$ cat src/rtl/sawarq_pkg.sv
// Shared codes and transfer types for the stop-and-wait ARQ sequence engine.
// Used by sawarq_seq and by the top level stop_and_wait_arq_engine.
package sawarq_pkg;

  localparam int FIELD_SERIAL_WIDTH = 32;

  // Request types.
  localparam logic [1:0] REQ_TX_OPP = 2'd0;
  localparam logic [1:0] REQ_RX_FRAME = 2'd1;
  localparam logic [1:0] REQ_CLOSE = 2'd2;

  // Decoded kinds of a received frame.
  localparam logic [2:0] KIND_HANDSHAKE = 3'd0;
  localparam logic [2:0] KIND_CIAO = 3'd1;
  localparam logic [2:0] KIND_CHAT = 3'd2;
  localparam logic [2:0] KIND_CHAT_ACK = 3'd3;
  localparam logic [2:0] KIND_CHAT_NAK = 3'd4;

  // Actions placed in a result.
  localparam logic [2:0] ACT_NONE = 3'd0;
  localparam logic [2:0] ACT_RESEND = 3'd1;
  localparam logic [2:0] ACT_SEND_NEW = 3'd2;
  localparam logic [2:0] ACT_SEND_ACK = 3'd3;
  localparam logic [2:0] ACT_SEND_NAK = 3'd4;
  localparam logic [2:0] ACT_SEND_CIAO = 3'd5;

  typedef struct packed {
    logic [1:0] req_type;
    logic new_msg_ready;
    logic frame_ok;
    logic [2:0] frame_kind;
    logic [FIELD_SERIAL_WIDTH-1:0] rx_serial;
  } sawarq_item_t;

  typedef struct packed {
    logic [2:0] action;
    logic [FIELD_SERIAL_WIDTH-1:0] tx_serial;
    logic deliver;
    logic session_ended;
  } sawarq_result_t;

endpackage

$ cat src/rtl/stop_and_wait_arq_engine.sv
// Top level of the stop-and-wait ARQ sequence engine: input register,
// result register and handshakes. Depends on sawarq_pkg and sawarq_seq.
//
// Usage:
// Each input transfer carries one event: a transmit opportunity, a received
// frame with its decoded kind and serial, or a local close request. Every
// event yields exactly one result transfer with an action, the serial to
// place in the outgoing frame, a deliver flag and a session-ended flag.
// Both channels use valid/ready. An accepted event is held in the input
// register, is evaluated against the serial state and lands in the result
// register. One event per cycle is sustained while the receiver takes each
// result; the limit is the single update of the serial registers per cycle.
// When the receiver stalls, the result register holds and the input
// register still takes one more event; after that in_ready drops until
// the result is taken. Serial state only advances when an event moves into
// the result register. Reset empties both registers and clears all serials
// and the outstanding frame. Serials are SERIAL_WIDTH bits wide and wrap;
// only the low SERIAL_WIDTH bits of rx_serial are used.
module stop_and_wait_arq_engine #(
  parameter int SERIAL_WIDTH = 32
) (
  input  logic clk,
  input  logic rst,
  input  logic in_valid,
  output logic in_ready,
  input  logic [1:0] req_type,
  input  logic new_msg_ready,
  input  logic frame_ok,
  input  logic [2:0] frame_kind,
  input  logic [31:0] rx_serial,
  output logic out_valid,
  input  logic out_ready,
  output logic [2:0] action,
  output logic [31:0] tx_serial,
  output logic deliver,
  output logic session_ended
);
  import sawarq_pkg::*;

  logic s1_valid;
  sawarq_item_t s1_item;
  sawarq_result_t seq_result;
  sawarq_result_t out_result;
  logic advance;

  assign advance = s1_valid && (!out_valid || out_ready);
  assign in_ready = !s1_valid || !out_valid || out_ready;

  sawarq_seq #(
    .SERIAL_WIDTH(SERIAL_WIDTH)
  ) u_seq (
    .clk(clk),
    .rst(rst),
    .fire(advance),
    .item(s1_item),
    .result(seq_result)
  );

  always_ff @(posedge clk) begin
    if (rst) begin
      s1_valid <= 1'b0;
    end else if (in_valid && in_ready) begin
      s1_valid <= 1'b1;
    end else if (advance) begin
      s1_valid <= 1'b0;
    end
  end

  always_ff @(posedge clk) begin
    if (in_valid && in_ready) begin
      s1_item.req_type <= req_type;
      s1_item.new_msg_ready <= new_msg_ready;
      s1_item.frame_ok <= frame_ok;
      s1_item.frame_kind <= frame_kind;
      s1_item.rx_serial <= rx_serial;
    end
  end

  always_ff @(posedge clk) begin
    if (rst) begin
      out_valid <= 1'b0;
    end else if (advance) begin
      out_valid <= 1'b1;
    end else if (out_ready) begin
      out_valid <= 1'b0;
    end
  end

  always_ff @(posedge clk) begin
    if (advance) begin
      out_result <= seq_result;
    end
  end

  assign action = out_result.action;
  assign tx_serial = out_result.tx_serial;
  assign deliver = out_result.deliver;
  assign session_ended = out_result.session_ended;

  // A closed session only ever reports no action or a ciao.
  a_end_action: assert property (@(posedge clk) disable iff (rst)
    out_valid && session_ended |-> (action == ACT_NONE || action == ACT_SEND_CIAO))
    else $error("session end with a frame action");

  // Delivery always comes with an ACK of that serial.
  a_deliver_ack: assert property (@(posedge clk) disable iff (rst)
    out_valid && deliver |-> (action == ACT_SEND_ACK))
    else $error("deliver without ACK");

  // No numbered frame is sent, so no serial is reported.
  a_idle_serial: assert property (@(posedge clk) disable iff (rst)
    out_valid && (action == ACT_NONE || action == ACT_SEND_CIAO) |-> (tx_serial == '0))
    else $error("serial on a result without a numbered frame");

  // The state advances only when the result register can take the event.
  a_advance: assert property (@(posedge clk) disable iff (rst)
    advance |=> out_valid)
    else $error("event evaluated without a result");

endmodule

$ cat src/rtl/sawarq_seq.sv
// Serial-number state of the ARQ engine and the decision logic for one event.
// Depends on sawarq_pkg for the event and result types and the codes.
module sawarq_seq #(
  parameter int SERIAL_WIDTH = 32
) (
  input  logic clk,
  input  logic rst,
  input  logic fire,
  input  sawarq_pkg::sawarq_item_t item,
  output sawarq_pkg::sawarq_result_t result
);
  import sawarq_pkg::*;

  logic [SERIAL_WIDTH-1:0] next_send_serial, next_send_serial_next;
  logic [SERIAL_WIDTH-1:0] expected_recv_serial, expected_recv_serial_next;
  logic [SERIAL_WIDTH-1:0] pending_serial, pending_serial_next;
  logic pending_valid, pending_valid_next;
  logic [SERIAL_WIDTH-1:0] ser;

  assign ser = item.rx_serial[SERIAL_WIDTH-1:0];

  always_comb begin
    next_send_serial_next = next_send_serial;
    expected_recv_serial_next = expected_recv_serial;
    pending_serial_next = pending_serial;
    pending_valid_next = pending_valid;
    result = '0;

    unique case (item.req_type)
      REQ_TX_OPP: begin
        if (pending_valid) begin
          result.action = ACT_RESEND;
          result.tx_serial = FIELD_SERIAL_WIDTH'(pending_serial);
        end else if (item.new_msg_ready) begin
          result.action = ACT_SEND_NEW;
          result.tx_serial = FIELD_SERIAL_WIDTH'(next_send_serial);
          pending_valid_next = 1'b1;
          pending_serial_next = next_send_serial;
          next_send_serial_next = next_send_serial + SERIAL_WIDTH'(1);
        end
      end
      REQ_RX_FRAME: begin
        if (item.frame_ok) begin
          unique case (item.frame_kind) inside
            KIND_HANDSHAKE, KIND_CIAO: begin
              next_send_serial_next = '0;
              expected_recv_serial_next = '0;
              pending_serial_next = '0;
              pending_valid_next = 1'b0;
              result.session_ended = 1'b1;
            end
            KIND_CHAT: begin
              if (ser > expected_recv_serial) begin
                result.action = ACT_SEND_NAK;
                result.tx_serial = FIELD_SERIAL_WIDTH'(expected_recv_serial);
              end else if (ser < expected_recv_serial) begin
                // Duplicate: acknowledge the last in-order serial again.
                result.action = ACT_SEND_ACK;
                result.tx_serial =
                  FIELD_SERIAL_WIDTH'(expected_recv_serial - SERIAL_WIDTH'(1));
              end else begin
                result.action = ACT_SEND_ACK;
                result.tx_serial = FIELD_SERIAL_WIDTH'(expected_recv_serial);
                result.deliver = 1'b1;
                expected_recv_serial_next = expected_recv_serial + SERIAL_WIDTH'(1);
              end
            end
            KIND_CHAT_ACK: begin
              if (pending_valid && (pending_serial <= ser)) begin
                pending_valid_next = 1'b0;
              end
            end
            KIND_CHAT_NAK: begin
              // A NAK above the outstanding serial acknowledges it implicitly.
              if (pending_valid && (pending_serial < ser)) begin
                pending_valid_next = 1'b0;
              end
            end
            default: begin
            end
          endcase
        end
      end
      REQ_CLOSE: begin
        next_send_serial_next = '0;
        expected_recv_serial_next = '0;
        pending_serial_next = '0;
        pending_valid_next = 1'b0;
        result.action = ACT_SEND_CIAO;
        result.session_ended = 1'b1;
      end
      default: begin
      end
    endcase
  end

  always_ff @(posedge clk) begin
    if (rst) begin
      next_send_serial <= '0;
      expected_recv_serial <= '0;
      pending_serial <= '0;
      pending_valid <= 1'b0;
    end else if (fire) begin
      next_send_serial <= next_send_serial_next;
      expected_recv_serial <= expected_recv_serial_next;
      pending_serial <= pending_serial_next;
      pending_valid <= pending_valid_next;
    end
  end

endmodule
$ cat config.mk
export PLATFORM = sky130hd
export DESIGN_NAME = stop_and_wait_arq_engine
export DESIGN_NICKNAME = d
export VERILOG_FILES = /design/src/rtl/sawarq_pkg.sv /design/src/rtl/stop_and_wait_arq_engine.sv /design/src/rtl/sawarq_seq.sv
export SDC_FILE = /design/constraint.sdc
export NUM_CORES = 1
export LEC_CHECK = 0
export BUFFER_PORTS_ARGS = -buffer_cell sky130_fd_sc_hd__clkbuf_2
export CORE_ASPECT_RATIO = 0.8
export CORE_UTILIZATION = 50
export CTS_CLUSTER_DIAMETER = 40
export CTS_CLUSTER_SIZE = 16
export DETAILED_ROUTE_END_ITERATION = 16
export GPL_ROUTABILITY_DRIVEN = 0
export PLACE_DENSITY = 0.77
export REMOVE_ABC_BUFFERS = 1
export SLEW_MARGIN = 20
export SYNTH_ARGS = -nofsm -noshare
export SYNTH_HDL_FRONTEND = slang
export SYNTH_SLANG_ARGS = --single-unit
$ cat constraint.sdc
create_clock -name clk -period 5.1 [get_ports clk]
set_clock_uncertainty 0.1 [all_clocks]
set_input_delay 0.51 -clock clk [delete_from_list [all_inputs] [get_ports clk]]
set_output_delay 0.51 -clock clk [all_outputs]
set_load 0.01 [all_outputs]
# After elaboration in Yosys (flattened, before gate mapping)
# Cells that the tools add are included.
# word_totals
word_cells	97
ff_bits	175
# op_classes
magnitude_cmp	4
bitwise	3
muxes	36
reduce_logical	20
n_addsub	3
n_eq_ne	16
# op_table
operator	count
2-to-1 mux 32 bit	10
case mux 32 bit (2 select lines)	3
case mux 32 bit (3 select lines)	2
2-to-1 mux 35 bit	2
adder 32 x 1 -> 32 bit, second input constant	2
less-than comparator 32 bit	2
2-to-1 mux 37 bit	1
2-to-1 mux 36 bit	1
2-to-1 mux 34 bit	1
greater-than comparator 32 bit	1
<= comparator 32 bit	1
subtractor 32 x 1 -> 32 bit, second input constant	1
AND reduction 6 bit	3
2-to-1 mux 1 bit	12
inequality test 3 bit, second input constant	4
case mux 3 bit (3 select lines)	1
inequality test 2 bit, second input constant	4
equality test 3 x 2 -> 1 bit, second input constant	2
case mux 1 bit (3 select lines)	2
nonzero test 2 bit	3
logical AND 1 bit	4
inequality test 4 x 2 -> 1 bit, second input constant	1
OR reduction 4 bit	1
equality test 3 x 1 -> 1 bit, second input constant	1
other kinds (12)	17

# Logic depth before layout (Yosys ltp)
# Gate-level depths: netlist (run 1).
# depth
ltp_word	6
depth_mapped	11
ltp_nobuf	9

# Modules after synthesis
# Synthesis (run 1) repeated with hierarchy kept, for this count alone.
# unflattened
hier_cells	1074
hier_area_um2	9761.9
# by_module_without_submodules
mod	cells_per_inst	area_per_inst_um2	n_inst	seq_area_each_um2
sawarq_seq	988	7375.8	1	1941.9
stop_and_wait_arq_engine	86	2386.0	1	2322.2

# Worst setup path before layout (run 1)
# Ideal clock, no wire load.
# synth_timing
kind	input-to-reg
start	input port out_ready
end	register u_seq.expected_recv_serial[16]
path_stages	8
setup_time_ns	0.092
setup_slack_ns	1.127
t_arrival_ns	3.781
cell_sequence	nor2b_1 > nor2b_1 > nand3_1 > nor3_1 > o21a_1 > nor2_4 > buf_4 > o32ai_1
# synth_between
elab_chain_len	3
# synth_rtl
item	line_no	rtl
start, declared	stop_and_wait_arq_engine.sv:32	input logic out_ready,
logical OR 1 bit	stop_and_wait_arq_engine.sv:46	assign advance = s1_valid && (!out_valid || out_ready);
logical AND 1 bit	stop_and_wait_arq_engine.sv:46	
via advance	stop_and_wait_arq_engine.sv:44	logic advance;
AND reduction 6 bit (no source line)	--	
end signal, assigned	sawarq_seq.sv:105	expected_recv_serial <= expected_recv_serial_next;
end, declared	sawarq_seq.sv:15	logic [SERIAL_WIDTH-1:0] expected_recv_serial, expected_recv_serial_next;
# The timed path passes the listed nets, and every way through them passes these cells.
# A chain may end at the register's enable or synchronous reset.

# Worst setup path after layout (run 1)
# layout_timing
start	register u_seq.expected_recv_serial[6]
end	register u_seq.expected_recv_serial[15]
# layout_between
elab_chain_len	6
word_cells_on_any_way	11
classes_between	add/sub (1); order compare (2); eq/ne (2); mux (5); reduce/logical (1)
# layout_rtl
item	line_no	rtl
adder 32 x 1 -> 32 bit	sawarq_seq.sv:65	expected_recv_serial_next = expected_recv_serial + SERIAL_WIDTH'(1);
2-to-1 mux 32 bit	sawarq_seq.sv:56	end else if (ser < expected_recv_serial) begin
2-to-1 mux 32 bit	sawarq_seq.sv:53	if (ser > expected_recv_serial) begin
case mux 32 bit (2 select lines)	sawarq_seq.sv:44	unique case (item.frame_kind) inside
2-to-1 mux 32 bit	sawarq_seq.sv:43	if (item.frame_ok) begin
case mux 32 bit (2 select lines)	sawarq_seq.sv:29	unique case (item.req_type)
# Several ways; a longest one is shown, not always the timed one. The select of a mux whose other input is x is not followed.

==> impl_metrics.tcl, run 1 <==
set metrics [dict create \
    setup_tns_ns 0 \
    rows 46 \
    antenna_cells 0 \
    min_path_cells 1 \
    final_common_cell "nand2_1" \
    place_area_sq_um 10660 \
    cp-start-kind "register" \
    path_cells "inv_1 > ha_1 > a21o_1 > a221o_1 > a221o_1 > or3_1 > o21ai_2 > buf_4 > a22oi_1 > o32ai_1" \
    design_area_sq_um 11210 \
    synth_enable_flop_cells 76 \
    yosysSeqAreaShare_pct 42.31 \
    ys_types 74 \
    critPathSlowestCell "o21ai_2" \
    status "finished, final reports clean" \
    max_freq_ghz 0.2648 \
    cts_tree "yes" \
    path_delay_family "compound AO/OA/AOI/OAI gates" \
    clk_path_buf_depth 2 \
    powerDensity_nw_per_um2 269.6 \
    initial_core_util_pct 50.90 \
    drive_above_1_share_pct 14.82 \
    fin_crit_ns 3.776 \
    drt-total-wl_um 27310 \
    grt_use_total_pct 26.85 \
    final_hold_viol_count 0 \
    tightest_slew_ns 0.9953 \
    min_from "rx_serial[30]" \
    slew_viol_final 0 \
    r2r_start "u_seq.expected_recv_serial[6]" \
    rsz0062_at_grt "false" \
    clkLatencyLatePin_ns 0.44 \
    synth_area_sq_um 10080 \
    grt_pass1_wl_um 43070 \
    nets 1268 \
    ys_seq_elements 175 \
    critPathArrivalTime_ns 4.02 \
    num_vias 8757 \
    crit_buf_inv 2 \
    worstHoldPathType "input port to register" \
    irDropWorstVdd_uv 219.8 \
    placedCellCount 1399 \
    ant_nets 0 \
    core_area_sq_um 19800 \
    grt.overflow.total 0 \
    netSwitchingPower_uw 796.0 \
    layout_common_cells "nand2_1 (137), dfxtp_1 (99), a21oi_1 (91)" \
    clockRootBuffer "clkbuf_16" \
    viasPerCell 6.119 \
    power.total_mw 3.022 \
    yosys_warnings 0 \
    fin_cells 1431 \
    wire_per_inst_um 19.09 \
    p_clk_share_pct 41.5 \
    io_pins 82 \
    grt_pass1_vias 7904 \
    cts_sinks 175 \
    worstSetupPathType "register to register" \
    slowest_delay_ns 0.75 \
    power_frac_seq_pct 50.3 \
    cts.clk_slew.worst_paths_ns 0.07 \
    slew_headroom_pct 33.65 \
    path_max_fanout 21 \
    syn_inst 1101 \
    r2r_slack_ns 1.32 \
    min_to "s1_item[30]" \
    fin_ws_ns 1.324 \
    die_area_sq_um 20730 \
    ctsResizeCount 0 \
    intPower_mw 2.226 \
    reg2reg_depth 10 \
    drc 0 \
    cp.required_ns 5.35 \
    endpoint_kind "register" \
    postSynthAreaPerCell_sq_um 9.154 \
    maxCapViolCount 0 \
    dr.pass1.iters 6 \
    drt_iter0_markers 1125 \
    p_leak_nw 4.241 \
    antenna_found_initial 0 \
    cts.htree.levels 4 \
    die_w_um 160.7 \
    r2r-end "u_seq.expected_recv_serial[15]" \
    syn_to_final_growth_pct 11.20 \
    place_ws_ns 1.410 \
    dpl.hpwl_um 19620 \
    port_buffers 81 \
    die_h_um 129.0 \
    cts_setup_buffers 0 \
    async_flop_share_pct 0 \
    cp_common_cell "a221o_1" \
    cts_buffers 17 \
    final.period_utilization_pct 74.04 \
    synth-main-ff-cell "dfxtp_1" \
    sw_frac_of_total_pct 26.34 \
    grt_max_degree 44 \
    postCtsHoldBufs 0 \
    p_comb_share_pct 8.2 \
    setup-violations-final 0 \
]
[logic make-up (layout without fill, tap and decap cells)]
group	Yosys count	in the layout	synth area share, %
mux	8	8	0.8690
fa+ha+maj	71	71	8.814
xor+xnor	48	48	4.171
compound gates	244	244	16.54
flops	175	175	42.31
buf+inv	133	199	5.363
simple gates	422	422	21.94
[layout make-up]
class / instances / area (sq um)
Timing Repair Buffer: 95 / 510.5
Fill cell: 1721 / 8592
Sequential cell: 175 / 4264
Clock buffer: 18 / 429.2
Clock inverter: 14 / 117.6
Multi-Input combinational cell: 793 / 5285
Inverter: 72 / 270.3
Tap cell: 264 / 330.3
[synthesized netlist by cell type, types with 10 or more instances]
cell        n  share of area, %
nand2_1   138               5.1
dfxtp_1    99                20
a21oi_1    91               4.5
edfxtp_1   76                23
nor2_1     76               2.8
ha_1       71               8.8
inv_1      71               2.6
nand3_1    50               2.5
nand4_1    44               2.7
clkbuf_1   43               1.6
a22oi_1    29               2.2
xnor2_1    28               2.4
nor3_1     22               1.1
and3_1     20               1.2
o21ai_1    20              0.99
xor2_1     20               1.7
o32ai_1    15               1.3
nor4_2     14               1.7
o21ai_0    12              0.60
nor4_1     10              0.62
[worst max-delay path by stage]
stage	startpoint	endpoint	slack, ns	cells past startpoint
CTS	u_seq.expected_recv_serial[6]	u_seq.expected_recv_serial[3]	1.38	10
detailed placement	u_seq.expected_recv_serial[6]	u_seq.expected_recv_serial[15]	1.41	10
global route	u_seq.expected_recv_serial[6]	u_seq.expected_recv_serial[18]	1.13	10
global placement	u_seq.expected_recv_serial[6]	u_seq.expected_recv_serial[3]	1.49	10
finish	u_seq.expected_recv_serial[6]	u_seq.expected_recv_serial[15]	1.32	10
floorplan	u_seq.expected_recv_serial[21]	u_seq.expected_recv_serial[31]	0.87	9
[state kept, by name (all words and copies together) (netlist names)]
name and count:
s1_valid 1, action 3, deliver 1, session_ended 1, u_seq.pending_serial 32, tx_serial 32, u_seq.next_send_serial 32, out_valid 1
u_seq.expected_recv_serial 32, u_seq.pending_valid 1, s1_item 39
[metrics by stage]
step / util [%] / hold WS (ns)
after floorplan: - / 0.3498
after global placement: 53.84 / 0.3584
after detailed placement: 53.84 / 0.3669
after CTS: 56.60 / 0.1325
after global routing: 56.60 / 0.1220
final: 56.60 / 0.1403
[metal layers]
layer / global-route usage (%) / vias up / wire [um]
met4: 7.214 / 0 / 470
met3: 6.190 / 36 / 2710
met2: 40.54 / 427 / 11820
li1: - / 4152 / -
met5: 0 / - / 0
met1: 38.56 / 4142 / 12310
[power groups by stage]
stage | clock [mW] | combinational [mW] | sequential (mW)
floorplan | 0 | 0.147 | 1.55
global placement | 0 | 0.237 | 1.55
detailed placement | 0 | 0.242 | 1.55
CTS | 1.27 | 0.243 | 1.52
global route | 1.33 | 0.270 | 1.52
finish | 1.25 | 0.247 | 1.52
Power figures use the tool's default switching activity.
==> run 2, diff against run 1 <==
- ABC_AREA: unset -> 1
- clock period: 5.1 -> 3.9 ns (I/O delays scaled with it)
==> impl_metrics.tcl, run 2 <==
set metrics [dict create \
    critPathSlowestCell "inv_1" \
    r2r_start "u_seq.expected_recv_serial[17]" \
    antenna_cells 0 \
    placedCellCount 1794 \
    maxCapViolCount 0 \
    grt_max_degree 45 \
    yosysSeqAreaShare_pct 39.00 \
    synth_area_sq_um 10930 \
    fin_ws_ns 0.5229 \
    slowest_delay_ns 0.58 \
    crit_buf_inv 2 \
    ant_nets 0 \
    powerDensity_nw_per_um2 349.8 \
    synth.most_common_cell "nand2_1" \
    tightest_slew_ns 0.6885 \
    cts_setup_buffers 0 \
    cts.htree.levels 4 \
    clkLatencyLatePin_ns 0.44 \
    irDropWorstVdd_uv 323.0 \
    grt_pass1_wl_um 51850 \
    die_area_sq_um 22470 \
    synth_area_leaders "edfxtp_1 (21%), dfxtp_1 (18%), nand2_1 (11%), ha_1 (8.1%), nand3_1 (7.0%)" \
    setup-violations-final 0 \
    grt.overflow.total 0 \
    drt-total-wl_um 33210 \
    min_path_cells 1 \
    hold_slack_ns 0.01837 \
    final_common_cell "nand2_1" \
    syn_to_final_growth_pct 11.28 \
    r2r-end "tx_serial[23]" \
    p_clk_share_pct 42.9 \
    async_flop_share_pct 0 \
    cts_sinks 175 \
    power.total_mw 4.256 \
    initial_core_util_pct 51.93 \
    fin_crit_ns 3.377 \
    viasPerCell 5.893 \
    drt_iter0_markers 1524 \
    cts_buffers 17 \
    cts.clk_slew.worst_paths_ns 0.07 \
    die_h_um 134.3 \
    cp.required_ns 3.99 \
    r2r_slack_ns 0.52 \
    reg2reg_depth 14 \
    dr.pass1.iters 6 \
    place_ws_ns 0.6460 \
    final.period_utilization_pct 86.59 \
    drive_above_1_share_pct 11.62 \
    slew_viol_final 0 \
    cp_common_cell "nand2_1" \
    grt_use_total_pct 29.97 \
    synth_top_cell_area_share_pct 20.87 \
    io_pins 82 \
    clk_path_buf_depth 2 \
    clockRootBuffer "clkbuf_16" \
    num_vias 10770 \
    path_cells "inv_1 > ha_1 > nand2_1 > nand2_1 > nand2_1 > nand2_1 > nand2_1 > nand3_1 > a21oi_1 > nand2_2 > inv_1 > nand3_1 > nand3_1 > nand3_1" \
    yosys_warnings 0 \
    ys_types 42 \
    ys_seq_elements 175 \
    max_freq_ghz 0.2961 \
    rsz0062_at_grt "false" \
    synth-main-ff-cell "dfxtp_1" \
    postCtsHoldBufs 0 \
    antenna_found_initial 0 \
    worstSetupPathType "register to register" \
    netSwitchingPower_mw 1.165 \
    rows 47 \
    postSynthAreaPerCell_sq_um 7.343 \
    port_buffers 81 \
    ctsResizeCount 0 \
    path_delay_family "simple AND/OR/NAND/NOR gates" \
    endpoint_kind "register" \
    min_from "rx_serial[15]" \
    critPathArrivalTime_ns 3.47 \
    min_to "s1_item[15]" \
    status "finished, final reports clean" \
    worstHoldPathType "input port to register" \
    syn_inst 1489 \
    intPower_mw 3.091 \
    drc 0 \
    cts_tree "yes" \
    power_frac_seq_pct 47.7 \
    final_hold_viol_count 0 \
    p_comb_share_pct 9.4 \
    p_leak_nw 5.053 \
    nets 1659 \
    core_area_sq_um 21050 \
    synth_top_cell_by_area "edfxtp_1" \
    top_register "s1_item" \
    synth_commonest_cells "nand2_1 (328), nor2_1 (181), nand3_1 (152)" \
    sw_frac_of_total_pct 27.38 \
    wire_per_inst_um 18.18 \
    synth_enable_flop_cells 76 \
    layout_common_cells "nand2_1 (328), nor2_1 (179), nand3_1 (152)" \
    dpl.hpwl_um 24750 \
    path_max_fanout 25 \
    grt_pass1_vias 9726 \
    fin_cells 1827 \
    largest_reg_flops 39 \
    slew_headroom_pct 53.94 \
    cp-start-kind "register" \
    die_w_um 167.3 \
]
run 2: changes by cell type in the layout (fill, tap and decap cells not counted), moves of 27 or more:
cell | previous run | this run
nand2_1 | 137 | 328
nor2_1 | 76 | 179
nand3_1 | 50 | 152
inv_1 | 71 | 149
o21ai_0 | 12 | 49
nor3_1 | 22 | 52
a211oi_1 | 3 | 30
xnor2_1 | 28 | 1
run 2: per-stage QoR:
| stage | TNS [ns] | util (%) | area, sq um |
|---|---|---|---|
| 3_3_place_gp | 0 | 54.74 | 11520 |
| 6_report | 0 | 57.79 | 12170 |
| 5_1_grt | 0 | 57.79 | 12170 |
| 3_5_place_dp | 0 | 54.74 | 11520 |
| 2_1_floorplan | -18.46 | - | 10630 |
| 4_1_cts | 0 | 57.70 | 12150 |
run 2: worst max path at each step:
stage | from | end | slack (ns) | cells past startpoint
4_1_cts | u_seq.expected_recv_serial[17] | tx_serial[23] | 0.62 | 14
6_report | u_seq.expected_recv_serial[17] | tx_serial[23] | 0.52 | 14
3_5_place_dp | u_seq.expected_recv_serial[17] | tx_serial[23] | 0.65 | 14
3_3_place_gp | u_seq.expected_recv_serial[17] | tx_serial[23] | 0.67 | 14
5_1_grt | u_seq.expected_recv_serial[17] | tx_serial[27] | 0.11 | 14
2_1_floorplan | out_ready | u_seq.next_send_serial[8] | -0.72 | 9
run 2: layout make-up:
type | instances | area, sq um
fill | 1898 | 8886
inverter | 161 | 604.3
clock buffer | 17 | 425.4
multi-input combinational | 1092 | 5794
sequential | 175 | 4264
timing repair buffer | 98 | 545.5
tap | 269 | 336.6
clock inverter | 15 | 196.4
run 2: worst register-to-register path: stages (launching register included):
cell and delay [ns]:
dfxtp_1 0.56, inv_1 0.20, ha_1 0.34, nand2_1 0.06
nand2_1 0.05, nand2_1 0.06, nand2_1 0.05, nand2_1 0.06
nand3_1 0.07, a21oi_1 0.27, nand2_2 0.35, inv_1 0.59
nand3_1 0.16, nand3_1 0.15, nand3_1 0.07
run 2: power groups by stage:
stage	Clock, mW	Combinational, mW	Sequential (mW)
3_5_place_dp	0	0.388	2.07
3_3_place_gp	0	0.373	2.07
2_1_floorplan	0	0.241	2.05
6_report	1.83	0.399	2.03
4_1_cts	1.84	0.391	2.03
5_1_grt	1.91	0.443	2.03
run 2: layer usage:
| layer | GRT usage, % | vias up | routed length (um) |
|---|---|---|---|
| met4 | 11.82 | 0 | 1202 |
| met1 | 42.94 | 4868 | 14160 |
| met5 | 0 | - | 0 |
| li1 | - | 5129 | - |
| met2 | 44.61 | 669 | 14030 |
| met3 | 5.488 | 100 | 3816 |
run 2: cells by family after synthesis:
family,share of synthesized area [%]
AO/OA/AOI/OAI,11.58
adder cells (fa/ha/maj),8.125
flip-flops,39.00
AND/OR/NAND/NOR,31.51
XOR/XNOR,1.522
buffers and inverters,8.263
